--- src/hdl/sapc_pkg.sv ---
// Package: shared widths, types, command and status codes, saturation helper.
`default_nettype none

package sapc_pkg;

    // Width of the stored step position (8 to 32)
    localparam int POS_W   = 32;
    // Width of the value and position fields on the channels
    localparam int VALUE_W = 32;
    localparam int OP_W    = 3;
    localparam int STAT_W  = 3;
    localparam int CFG_IDX_W  = 2;
    localparam int CFG_DATA_W = 1;

    typedef logic signed [POS_W-1:0]   pos_t;
    typedef logic signed [VALUE_W-1:0] word_t;
    typedef logic signed [VALUE_W:0]   wide_t;
    typedef logic [OP_W-1:0]           op_t;
    typedef logic [STAT_W-1:0]         stat_t;
    typedef logic [CFG_IDX_W-1:0]      cfg_idx_t;
    typedef logic [CFG_DATA_W-1:0]     cfg_data_t;

    localparam op_t OP_TICK     = 3'd0;
    localparam op_t OP_ENABLE   = 3'd1;
    localparam op_t OP_DISABLE  = 3'd2;
    localparam op_t OP_MOVE_REL = 3'd3;
    localparam op_t OP_MOVE_ABS = 3'd4;
    localparam op_t OP_STOP     = 3'd5;
    localparam op_t OP_HOME     = 3'd6;
    localparam op_t OP_ZERO     = 3'd7;

    localparam stat_t ST_DISABLED   = 3'd0;
    localparam stat_t ST_IDLE       = 3'd1;
    localparam stat_t ST_MOVING     = 3'd2;
    localparam stat_t ST_HIT_TOP    = 3'd3;
    localparam stat_t ST_HIT_BOTTOM = 3'd4;

    localparam cfg_idx_t CFG_LIMITS_ACTIVE_LOW  = 2'd0;
    localparam cfg_idx_t CFG_DIRECTION_INVERTED = 2'd1;

    localparam wide_t POS_MAX = wide_t'((64'sd1 <<< (POS_W - 1)) - 64'sd1);
    localparam wide_t POS_MIN = wide_t'(-((64'sd1 <<< (POS_W - 1))));

    // Saturate a wide signed value to the position range
    function automatic pos_t clamp_pos(input wide_t v);
        pos_t r;
        if (v > POS_MAX)
        begin
            r = pos_t'(POS_MAX);
        end
        else if (v < POS_MIN)
        begin
            r = pos_t'(POS_MIN);
        end
        else
        begin
            r = pos_t'(v);
        end
        return r;
    endfunction

endpackage

`default_nettype wire

--- src/hdl/sapc_if.sv ---
// Interfaces: command, result and configuration channels.
`default_nettype none

interface sapc_cmd_if;
    logic                  valid;
    logic                  ready;
    sapc_pkg::op_t         op;
    sapc_pkg::word_t       value;
    logic                  step_due;
    logic                  top_limit_pin;
    logic                  bottom_limit_pin;

    modport source (output valid, op, value, step_due, top_limit_pin, bottom_limit_pin,
                    input ready);
    modport sink   (input valid, op, value, step_due, top_limit_pin, bottom_limit_pin,
                    output ready);
endinterface

interface sapc_res_if;
    logic                  valid;
    logic                  ready;
    logic                  step_pulse;
    logic                  dir_level;
    sapc_pkg::stat_t       status;
    sapc_pkg::word_t       position;
    sapc_pkg::word_t       target;
    logic                  busy_res;

    modport source (output valid, step_pulse, dir_level, status, position, target, busy_res,
                    input ready);
    modport sink   (input valid, step_pulse, dir_level, status, position, target, busy_res,
                    output ready);
endinterface

interface sapc_cfg_if;
    logic                  valid;
    logic                  ready;
    sapc_pkg::cfg_idx_t    index;
    sapc_pkg::cfg_data_t   data;

    modport source (output valid, index, data, input ready);
    modport sink   (input valid, index, data, output ready);
endinterface

`default_nettype wire

--- src/hdl/stepper_axis_position_controller.sv ---
// Top level: single-axis step/direction position controller with limit homing.
`default_nettype none

//  channel | dir | word contents
//  --------+-----+---------------------------------------------------------------
//  cmd     | in  | op, value, step_due, top_limit_pin, bottom_limit_pin
//  res     | out | step_pulse, dir_level, status, position, target, busy_res
//  cfg     | in  | index (0 limits_active_low, 1 direction_inverted), data
//
//  The axis state and the result register load at the edge that accepts a command
//  word, so one word per clock is sustained while res is not stalled.
//  cmd.ready is low only while a result sits in the output register and res.ready
//  is low; a stall on res holds the result and the axis state.
//  Reset: position and target zero, driver disabled, direction up, limits active low.
//  cfg is always ready; writes to index 2 and 3 are dropped.

module stepper_axis_position_controller
(
    input  wire            clk,
    input  wire            rst_n,
    sapc_cmd_if.sink       cmd,
    sapc_res_if.source     res,
    sapc_cfg_if.sink       cfg
);

    // Configuration
    logic limits_active_low_reg;
    logic direction_inverted_reg;

    // Axis state
    sapc_pkg::pos_t  pos_reg,    pos_next;
    sapc_pkg::pos_t  tgt_reg,    tgt_next;
    logic            en_reg,     en_next;
    logic            homing_reg, homing_next;
    sapc_pkg::stat_t status_reg, status_next;
    logic            up_reg,     up_next;

    // Result register
    logic            res_valid_reg;
    logic            res_pulse_reg;
    logic            res_dir_reg;
    sapc_pkg::stat_t res_status_reg;
    sapc_pkg::word_t res_pos_reg;
    sapc_pkg::word_t res_tgt_reg;

    logic            pulse_next;
    logic            top_pressed;
    logic            bottom_pressed;
    logic            want_up;
    logic            cmd_fire;
    sapc_pkg::wide_t rel_sum;

    assign cfg.ready = 1'b1;

    // Take a word when the result slot is free or being emptied this cycle
    assign cmd.ready = !res_valid_reg || res.ready;
    assign cmd_fire  = cmd.valid && cmd.ready;

    // Pin level equals pressed unless the switches are active low
    assign top_pressed    = cmd.top_limit_pin ^ limits_active_low_reg;
    assign bottom_pressed = cmd.bottom_limit_pin ^ limits_active_low_reg;

    assign want_up = tgt_reg > pos_reg;
    assign rel_sum = sapc_pkg::wide_t'(pos_reg) + sapc_pkg::wide_t'(cmd.value);

    always_comb
    begin
        pos_next    = pos_reg;
        tgt_next    = tgt_reg;
        en_next     = en_reg;
        homing_next = homing_reg;
        status_next = status_reg;
        up_next     = up_reg;
        pulse_next  = 1'b0;

        case (cmd.op)
            sapc_pkg::OP_TICK:
            begin
                if (!en_reg)
                begin
                    status_next = sapc_pkg::ST_DISABLED;
                end
                else if (homing_reg)
                begin
                    if (bottom_pressed)
                    begin
                        // Home found: this is the new origin
                        homing_next = 1'b0;
                        pos_next    = '0;
                        tgt_next    = '0;
                        status_next = sapc_pkg::ST_HIT_BOTTOM;
                    end
                    else
                    begin
                        up_next = 1'b0;
                        if (cmd.step_due)
                        begin
                            pulse_next  = 1'b1;
                            // Hold at the lowest position, the pulse still goes out
                            if (sapc_pkg::wide_t'(pos_reg) > sapc_pkg::POS_MIN)
                            begin
                                pos_next = pos_reg - sapc_pkg::pos_t'(1);
                            end
                            status_next = sapc_pkg::ST_MOVING;
                        end
                    end
                end
                else if (pos_reg == tgt_reg)
                begin
                    status_next = sapc_pkg::ST_IDLE;
                end
                else if ((want_up && top_pressed) || (!want_up && bottom_pressed))
                begin
                    // Blocked by a limit: latch the hit and drop the remaining move
                    status_next = want_up ? sapc_pkg::ST_HIT_TOP : sapc_pkg::ST_HIT_BOTTOM;
                    tgt_next    = pos_reg;
                end
                else
                begin
                    up_next = want_up;
                    if (cmd.step_due)
                    begin
                        pulse_next = 1'b1;
                        pos_next   = want_up ? pos_reg + sapc_pkg::pos_t'(1)
                                             : pos_reg - sapc_pkg::pos_t'(1);
                    end
                    status_next = sapc_pkg::ST_MOVING;
                end
            end
            sapc_pkg::OP_ENABLE:
            begin
                en_next     = 1'b1;
                status_next = sapc_pkg::ST_IDLE;
            end
            sapc_pkg::OP_DISABLE:
            begin
                en_next     = 1'b0;
                homing_next = 1'b0;
                status_next = sapc_pkg::ST_DISABLED;
            end
            sapc_pkg::OP_MOVE_REL:
            begin
                if (cmd.value != '0)
                begin
                    homing_next = 1'b0;
                    tgt_next    = sapc_pkg::clamp_pos(rel_sum);
                    en_next     = 1'b1;
                    status_next = sapc_pkg::ST_MOVING;
                end
            end
            sapc_pkg::OP_MOVE_ABS:
            begin
                homing_next = 1'b0;
                tgt_next    = sapc_pkg::clamp_pos(sapc_pkg::wide_t'(cmd.value));
                if (!en_reg)
                begin
                    en_next     = 1'b1;
                    status_next = sapc_pkg::ST_IDLE;
                end
                if (pos_reg != tgt_next)
                begin
                    status_next = sapc_pkg::ST_MOVING;
                end
            end
            sapc_pkg::OP_STOP:
            begin
                tgt_next    = pos_reg;
                homing_next = 1'b0;
                if (en_reg)
                begin
                    status_next = sapc_pkg::ST_IDLE;
                end
            end
            sapc_pkg::OP_HOME:
            begin
                homing_next = 1'b1;
                tgt_next    = pos_reg;
                en_next     = 1'b1;
                status_next = sapc_pkg::ST_MOVING;
            end
            sapc_pkg::OP_ZERO:
            begin
                pos_next = '0;
                tgt_next = '0;
            end
            default:
            begin
                pos_next = pos_reg;
            end
        endcase
    end

    // Configuration writes
    always_ff @(posedge clk or negedge rst_n)
    begin
        if (!rst_n)
        begin
            limits_active_low_reg  <= 1'b1;
            direction_inverted_reg <= 1'b0;
        end
        else if (cfg.valid)
        begin
            if (cfg.index == sapc_pkg::CFG_LIMITS_ACTIVE_LOW)
            begin
                limits_active_low_reg <= cfg.data[0];
            end
            else if (cfg.index == sapc_pkg::CFG_DIRECTION_INVERTED)
            begin
                direction_inverted_reg <= cfg.data[0];
            end
        end
    end

    // Axis state: advance on each accepted word
    always_ff @(posedge clk or negedge rst_n)
    begin
        if (!rst_n)
        begin
            pos_reg    <= '0;
            tgt_reg    <= '0;
            en_reg     <= 1'b0;
            homing_reg <= 1'b0;
            status_reg <= sapc_pkg::ST_DISABLED;
            up_reg     <= 1'b1;
        end
        else if (cmd_fire)
        begin
            pos_reg    <= pos_next;
            tgt_reg    <= tgt_next;
            en_reg     <= en_next;
            homing_reg <= homing_next;
            status_reg <= status_next;
            up_reg     <= up_next;
        end
    end

    // Result valid
    always_ff @(posedge clk or negedge rst_n)
    begin
        if (!rst_n)
        begin
            res_valid_reg <= 1'b0;
        end
        else if (cmd_fire)
        begin
            res_valid_reg <= 1'b1;
        end
        else if (res.ready)
        begin
            res_valid_reg <= 1'b0;
        end
    end

    // Result payload: load with the accepted word, hold while stalled
    always_ff @(posedge clk)
    begin
        if (cmd_fire)
        begin
            res_pulse_reg  <= pulse_next;
            res_dir_reg    <= up_next ^ direction_inverted_reg;
            res_status_reg <= status_next;
            res_pos_reg    <= sapc_pkg::word_t'(pos_next);
            res_tgt_reg    <= sapc_pkg::word_t'(tgt_next);
        end
    end

    assign res.valid      = res_valid_reg;
    assign res.step_pulse = res_pulse_reg;
    assign res.dir_level  = res_dir_reg;
    assign res.status     = res_status_reg;
    assign res.position   = res_pos_reg;
    assign res.target     = res_tgt_reg;
    assign res.busy_res   = (res_status_reg == sapc_pkg::ST_MOVING);

endmodule

`default_nettype wire

--- src/flat_wrapper.sv ---
// flat-port wrapper written by rule: the top's interface ports become plain ports
module stepper_axis_position_controller_flat 
  (clk, rst_n, cmd_valid, cmd_op, cmd_value, cmd_step_due, cmd_top_limit_pin, cmd_bottom_limit_pin, cmd_ready, res_valid, res_step_pulse, res_dir_level, res_status, res_position, res_target, res_busy_res, res_ready, cfg_valid, cfg_index, cfg_data, cfg_ready);
  sapc_cmd_if cmd_i ();
  sapc_res_if res_i ();
  sapc_cfg_if cfg_i ();
  input  wire clk;
  input  wire rst_n;
  input wire logic [$bits(cmd_i.valid)-1:0] cmd_valid;
  input wire logic [$bits(cmd_i.op)-1:0] cmd_op;
  input wire logic [$bits(cmd_i.value)-1:0] cmd_value;
  input wire logic [$bits(cmd_i.step_due)-1:0] cmd_step_due;
  input wire logic [$bits(cmd_i.top_limit_pin)-1:0] cmd_top_limit_pin;
  input wire logic [$bits(cmd_i.bottom_limit_pin)-1:0] cmd_bottom_limit_pin;
  output wire logic [$bits(cmd_i.ready)-1:0] cmd_ready;
  output wire logic [$bits(res_i.valid)-1:0] res_valid;
  output wire logic [$bits(res_i.step_pulse)-1:0] res_step_pulse;
  output wire logic [$bits(res_i.dir_level)-1:0] res_dir_level;
  output wire logic [$bits(res_i.status)-1:0] res_status;
  output wire logic [$bits(res_i.position)-1:0] res_position;
  output wire logic [$bits(res_i.target)-1:0] res_target;
  output wire logic [$bits(res_i.busy_res)-1:0] res_busy_res;
  input wire logic [$bits(res_i.ready)-1:0] res_ready;
  input wire logic [$bits(cfg_i.valid)-1:0] cfg_valid;
  input wire logic [$bits(cfg_i.index)-1:0] cfg_index;
  input wire logic [$bits(cfg_i.data)-1:0] cfg_data;
  output wire logic [$bits(cfg_i.ready)-1:0] cfg_ready;
  assign cmd_i.valid = cmd_valid;
  assign cmd_i.op = cmd_op;
  assign cmd_i.value = cmd_value;
  assign cmd_i.step_due = cmd_step_due;
  assign cmd_i.top_limit_pin = cmd_top_limit_pin;
  assign cmd_i.bottom_limit_pin = cmd_bottom_limit_pin;
  assign cmd_ready = cmd_i.ready;
  assign res_valid = res_i.valid;
  assign res_step_pulse = res_i.step_pulse;
  assign res_dir_level = res_i.dir_level;
  assign res_status = res_i.status;
  assign res_position = res_i.position;
  assign res_target = res_i.target;
  assign res_busy_res = res_i.busy_res;
  assign res_i.ready = res_ready;
  assign cfg_i.valid = cfg_valid;
  assign cfg_i.index = cfg_index;
  assign cfg_i.data = cfg_data;
  assign cfg_ready = cfg_i.ready;
  stepper_axis_position_controller u_core (.clk(clk), .rst_n(rst_n), .cmd(cmd_i), .res(res_i), .cfg(cfg_i));
endmodule
--- config.mk ---
export PLATFORM = sky130hd
export DESIGN_NAME = stepper_axis_position_controller_flat
export DESIGN_NICKNAME = d
export VERILOG_FILES = /design/src/hdl/sapc_pkg.sv /design/src/hdl/sapc_if.sv /design/src/hdl/stepper_axis_position_controller.sv /design/src/flat_wrapper.sv
export SDC_FILE = /design/constraint.sdc
export NUM_CORES = 1
export LEC_CHECK = 0
export BUFFER_PORTS_ARGS = -buffer_cell sky130_fd_sc_hd__buf_2
export CORE_ASPECT_RATIO = 1.2
export CORE_MARGIN = 1.5
export CORE_UTILIZATION = 30
export CTS_CLUSTER_DIAMETER = 150
export DETAILED_ROUTE_END_ITERATION = 6
export PLACE_DENSITY = 0.44
export SLEW_MARGIN = 20
export SYNTH_ARGS = -nofsm -noshare
export SYNTH_HDL_FRONTEND = slang
export SYNTH_SLANG_ARGS = --single-unit
--- constraint.sdc ---
create_clock -name clk -period 6.2 [get_ports clk]
set_clock_uncertainty 0.05 [all_clocks]
set_input_delay 0.62 -clock clk [delete_from_list [all_inputs] [get_ports clk]]
set_output_delay 0.62 -clock clk [all_outputs]
set_load 0.02 [all_outputs]
-- Word level (Yosys, flattened, before mapping)
Index checks and enable logic that the tools add are counted.
Widths: inputs -> output; s select.
- $add $sub $neg: 3
- $lt $le $gt $ge: 6
- eq/ne operators: 13
- multiplexer cells: 54
- bitwise logic cells: 4
- reduce and logical (&&, ||, !) cells: 21
- operators with widths (kind ; number):
    $mux 32 ; 20
    $pmux 32 s5 ; 1
    $gt 32x32->1 const B ; 2
    $pmux 32 s2 ; 1
    $add 32x32->33 ; 1
    $gt 33x32->1 const B ; 1
    $lt 33x32->1 const B ; 1
    $mux 3 ; 11
    $add 32x2->32 const B ; 1
    $eq 32x32->1 ; 1
    $gt 32x32->1 ; 1
    $lt 32x32->1 const B ; 1
    $ne 32x32->1 ; 1
    $reduce_bool 32->1 ; 1
    $sub 32x2->32 const B ; 1
    $pmux 3 s7 ; 1
    $mux 1 ; 18
    $eq 3x3->1 const B ; 4
    $eq 3x2->1 const B ; 3
    $reduce_and 3->1 ; 2
    $reduce_or 3->1 ; 2
    $ne 2x1->1 const B ; 2
    $pmux 1 s4 ; 1
    $reduce_and 2->1 ; 2
    15 further kinds ; 21
- flip-flop bits (word level): 142
- input port bits: 46
- output and inout bits: 73
- word-level logic and storage cells: 115

-- Logic depth before layout (Yosys ltp)
- word-level depth: 10
- depth in mapped cells: 15
- mapped depth without buffers: 13

-- Least setup slack after synthesis
No wires, ideal clock.
- kind: input -> register
- start: in res_ready
- end: reg u_core.res_dir_reg, in the netlist u_core.res.dir_level (enable)
- library setup time: 460 ps
- data arrival time: 3622 ps
- data required time: 5690 ps
- setup slack: 2067 ps
- stages: 5
- buffers on the path: 2
- cells stage by stage: nand2b_1 > nand2_1 > inv_1 > buf_1 > clkbuf_1
- word-level cells in the longest chain between the ends: 2
- RTL lines (what ; line ; source):
    start: declaration ; flat_wrapper.sv:23 ; input wire logic [$bits(res_i.ready)-1:0] res_ready;
    $logic_or 1x1->1 ; stepper_axis_position_controller.sv:56 ; assign cmd.ready = !res_valid_reg || res.ready;
    $logic_and 1x1->1 ; stepper_axis_position_controller.sv:57 ; assign cmd_fire = cmd.valid && cmd.ready;
    net u_core.cmd_fire ; stepper_axis_position_controller.sv:50 ; logic cmd_fire;
    end signal: assignment ; stepper_axis_position_controller.sv:260 ; res_dir_reg <= up_next ^ direction_inverted_reg;
    end: declaration ; stepper_axis_position_controller.sv:41 ; logic res_dir_reg;
The timed path passes the listed nets, and every way through them passes these cells.
A chain may end at the register's enable or synchronous reset.

-- Worst setup path after layout
- start: reg u_core.pos_reg[15]
- end: reg u_core.res_tgt_reg[14], in the netlist u_core.res.target[14], data pin
- word-level cells in the longest chain between the ends: 9
- elaborated cells on any way between the ends: 17
- those cells by class: add/sub: 1; order compare: 3; eq/ne: 1; mux: 8; reduce/logical: 4
- RTL lines (what ; line ; source):
    start: declaration ; stepper_axis_position_controller.sv:31 ; sapc_pkg::pos_t pos_reg, pos_next;
    start signal: assignment ; stepper_axis_position_controller.sv:228 ; pos_reg <= pos_next;
    parallel branches: the longest is 8 deep, another holds $add 32x32->33 ; - ;
    $pmux 32 s5 * ; stepper_axis_position_controller.sv:76 ; case (cmd.op)
    net u_core.tgt_next[14] ; stepper_axis_position_controller.sv:32 ; sapc_pkg::pos_t tgt_reg, tgt_next;
    end signal: assignment ; stepper_axis_position_controller.sv:263 ; res_tgt_reg <= sapc_pkg::word_t'(tgt_next);
    end: declaration ; stepper_axis_position_controller.sv:44 ; sapc_pkg::word_t res_tgt_reg;
Mark *: on every way through the listed nets, which the timed path passes.

==> impl_metrics.tcl <==
set metrics [dict create \
    status "finished, final reports clean" \
    cts_max_level 4 \
    drt-met1-wl_mm 20.3 \
    regArea_sq_mm 0.00390 \
    p_per_area_mw_per_mm2 494 \
    worst_pin_slew_ns 1.04 \
    rr_startpoint "u_core.pos_reg[15]" \
    cts_tree "done" \
    rsz0062_at_grt "no" \
    ys_warn_count 0 \
    finalWirelength_mm 47.5 \
    first_pass_iters 5 \
    drtIter0Drc 1159 \
    die_h_microns 219 \
    n_fill_cell 3976 \
    fmax_mhz 204 \
    vias 11600 \
    syn2layout_area_growth_pct 15.5 \
    setup_viol 0 \
    slew_violations 0 \
    arrival_ns 5.05 \
    wl_met2_mm 22.3 \
    fin_crit_sh_pct 78.9 \
    drc_errors 0 \
    clk_latency_ns 0.47 \
    worst_setup_path_start_kind "register" \
    clock_sinks 142 \
    post-dp-hpwl_mm 35.5 \
    via_per_inst 5.88 \
    netlist.area_leader.share_pct 17.8 \
    diodes 0 \
    root_buffer "clkbuf_16" \
    drive_gt1_share_pct 15.3 \
    grt_pass1_wl_mm 71.4 \
    top_layer "met4" \
    cp.required_ns 6.35 \
    numCtsBuffers 17 \
    syn_avg_cell_area_sq_um 8.26 \
    ff2ff_path_depth 13 \
    clock_path_buffers 2 \
    async_reset_ff_share_pct 51.4 \
    mostFrequentLayoutCells "nand2_1 (181), o21ai_0 (120), buf_2 (116)" \
    synthesis.nets 1525 \
    antenna_left 0 \
    period_minus_slack_ns 4.89 \
    synthFlopType "dfrtp_1" \
    leakagePower_nw 5.58 \
    syn_area_sq_mm 0.0117 \
    multiInputGateArea_sq_mm 0.00720 \
    grt.total_usage_pct 24.0 \
    final_common_cell "nand2_1" \
    reg2reg_slack_ns 1.31 \
    design_area_sq_mm 0.0135 \
    clkTransAtPathRegs_ns 0.07 \
    wire_per_inst_microns 24.0 \
    slew_headroom_pct 29.6 \
    die_area_sq_mm 0.0400 \
    endpoint_kind "register" \
    synth-edff-count 69 \
    synthTopCellsByArea "edfxtp_1 (18%), dfrtp_1 (15%), ha_1 (7.2%), nand2_1 (5.9%), o21ai_0 (5.2%)" \
    dieWidth_microns 183 \
    grt_start_max_net_pins 53 \
    crit_type "register to register" \
    finalNetCount 1599 \
    tns_ns 0 \
    gp_congestion 0.947 \
    num_io_pins 119 \
    num_rows 78 \
    min_path_type "input pin to async pin" \
    hold_ws_ns 0.0202 \
    drv_cap 0 \
    ys_seq_area_share_pct 33.5 \
    core_sq_mm 0.0381 \
    first_global_vias 11400 \
    place_area_sq_mm 0.0128 \
    antenna_found_initial 0 \
    port_buffers 117 \
    synth_cell_types 79 \
    postCtsSetupBuffers 0 \
    synth.ff_latch_count 142 \
    grt-ovfl-total 0 \
    synthCells 1411 \
    path_max_fanout 17 \
    yosysTopAreaCell "edfxtp_1" \
    met3RoutedLength_mm 2.92 \
    ctsHoldBuffers 0 \
    initial_core_util_pct 30.6 \
    r2r_end "u_core.res.target[14]" \
    hold_viol 0 \
    cts.repair.resized 0 \
    vdd_drop_max_uv 254 \
]
how the worst max path moves through the flow:
stage	startpoint	end	slack [ns]	cells past startpoint
after global routing	u_core.pos_reg[15]	u_core.res.target[14]	1.19	13
after floorplan	res_ready	u_core.res.dir_level	2.07	5
final	u_core.pos_reg[15]	u_core.res.target[14]	1.31	13
after global placement	u_core.pos_reg[15]	u_core.res.target[14]	1.65	13
after detailed placement	u_core.pos_reg[15]	u_core.tgt_reg[16]	1.52	13
after CTS	u_core.pos_reg[15]	u_core.tgt_reg[16]	1.50	13
metrics by stage:
| step | util (%) | std cells | setup WS, ns | total power, W |
|---|---|---|---|---|
| finish | 35.4 | 1978 | 1.31 | 0.00664 |
| detailed placement | 33.6 | 1946 | 1.52 | 0.00538 |
| CTS | 35.4 | 1978 | 1.50 | 0.00661 |
| floorplan | - | 1411 | 2.07 | 0.00413 |
| global placement | 33.6 | 1946 | 1.65 | 0.00541 |
| global route | 35.4 | 1978 | 1.19 | 0.00707 |
area by class of cell:
cell class | instances | share of cell area (%)
flip-flops and latches | 142 | 29.0
repair buffers | 159 | 6.71
clock buffers | 21 | 3.50
inverters | 51 | 1.44
well taps | 480 | 4.46
clock inverters | 11 | 1.39
multi-input cells | 1114 | 53.5
worst max-delay path: stages (launching register included):
cell	delay (ns)
dfrtp_1	0.64
inv_1	0.19
ha_1	0.35
nand4_1	0.16
nor4_1	0.63
nand3_1	0.50
nand2_1	0.27
nor2_1	0.06
mux2_2	0.32
a21o_1	0.42
buf_4	0.34
a22o_1	0.19
a211oi_1	0.40
nand2_1	0.09
cell usage after synthesis, types with 4 or more instances:
cell / count
or4_1: 5
nor3_1: 29
o311ai_0: 4
o21bai_1: 5
a211oi_1: 22
o221ai_1: 11
nor2b_1: 5
nor4_1: 26
xnor2_1: 51
o21a_1: 8
nand2_1: 182
nand2b_1: 8
ha_1: 67
o31ai_1: 7
clkbuf_1: 99
xor2_1: 46
edfxtp_1: 69
nor2_1: 100
and2_1: 13
a21o_1: 23
o22ai_1: 13
a21oi_1: 103
o211ai_1: 17
a222oi_1: 13
a21boi_0: 5
mux2i_1: 10
inv_1: 51
nand3_1: 37
mux2_2: 17
a31oi_1: 24
dfrtp_1: 71
o21ai_0: 121
and3_1: 11
o31a_1: 5
and4_1: 6
a22oi_1: 9
a221oi_1: 5
a22o_1: 19
nand4_1: 31
o211a_1: 4
cells by family after synthesis:
kind of cell	synth area share (%)
AOI/OAI and AO/OA	25.0
xor gates and xnor gates	7.29
adders and majority gates	7.45
buffers and inverters	5.10
DFF	33.5
muxes	2.50
other	0.0322
and+or+nand+nor	19.1
power by group:
| part | internal, W | switching [W] | total, W | leakage [nW] |
|---|---|---|---|---|
| registers | 0.00126 | 0.000274 | 0.00153 | 1.64 |
| clock network | 0.000746 | 0.000453 | 0.00120 | 0.314 |
| logic | 0.00138 | 0.00253 | 0.00391 | 3.63 |
routing by layer:
layer / vias up / GRT usage (%)
li1: 5391 / -
met1: 5641 / 30.5
met2: 506 / 39.7
met3: 101 / 3.58
met4: 0 / 11.5
met5: - / 0
No activity file was read; power rests on OpenSTA's default activity.
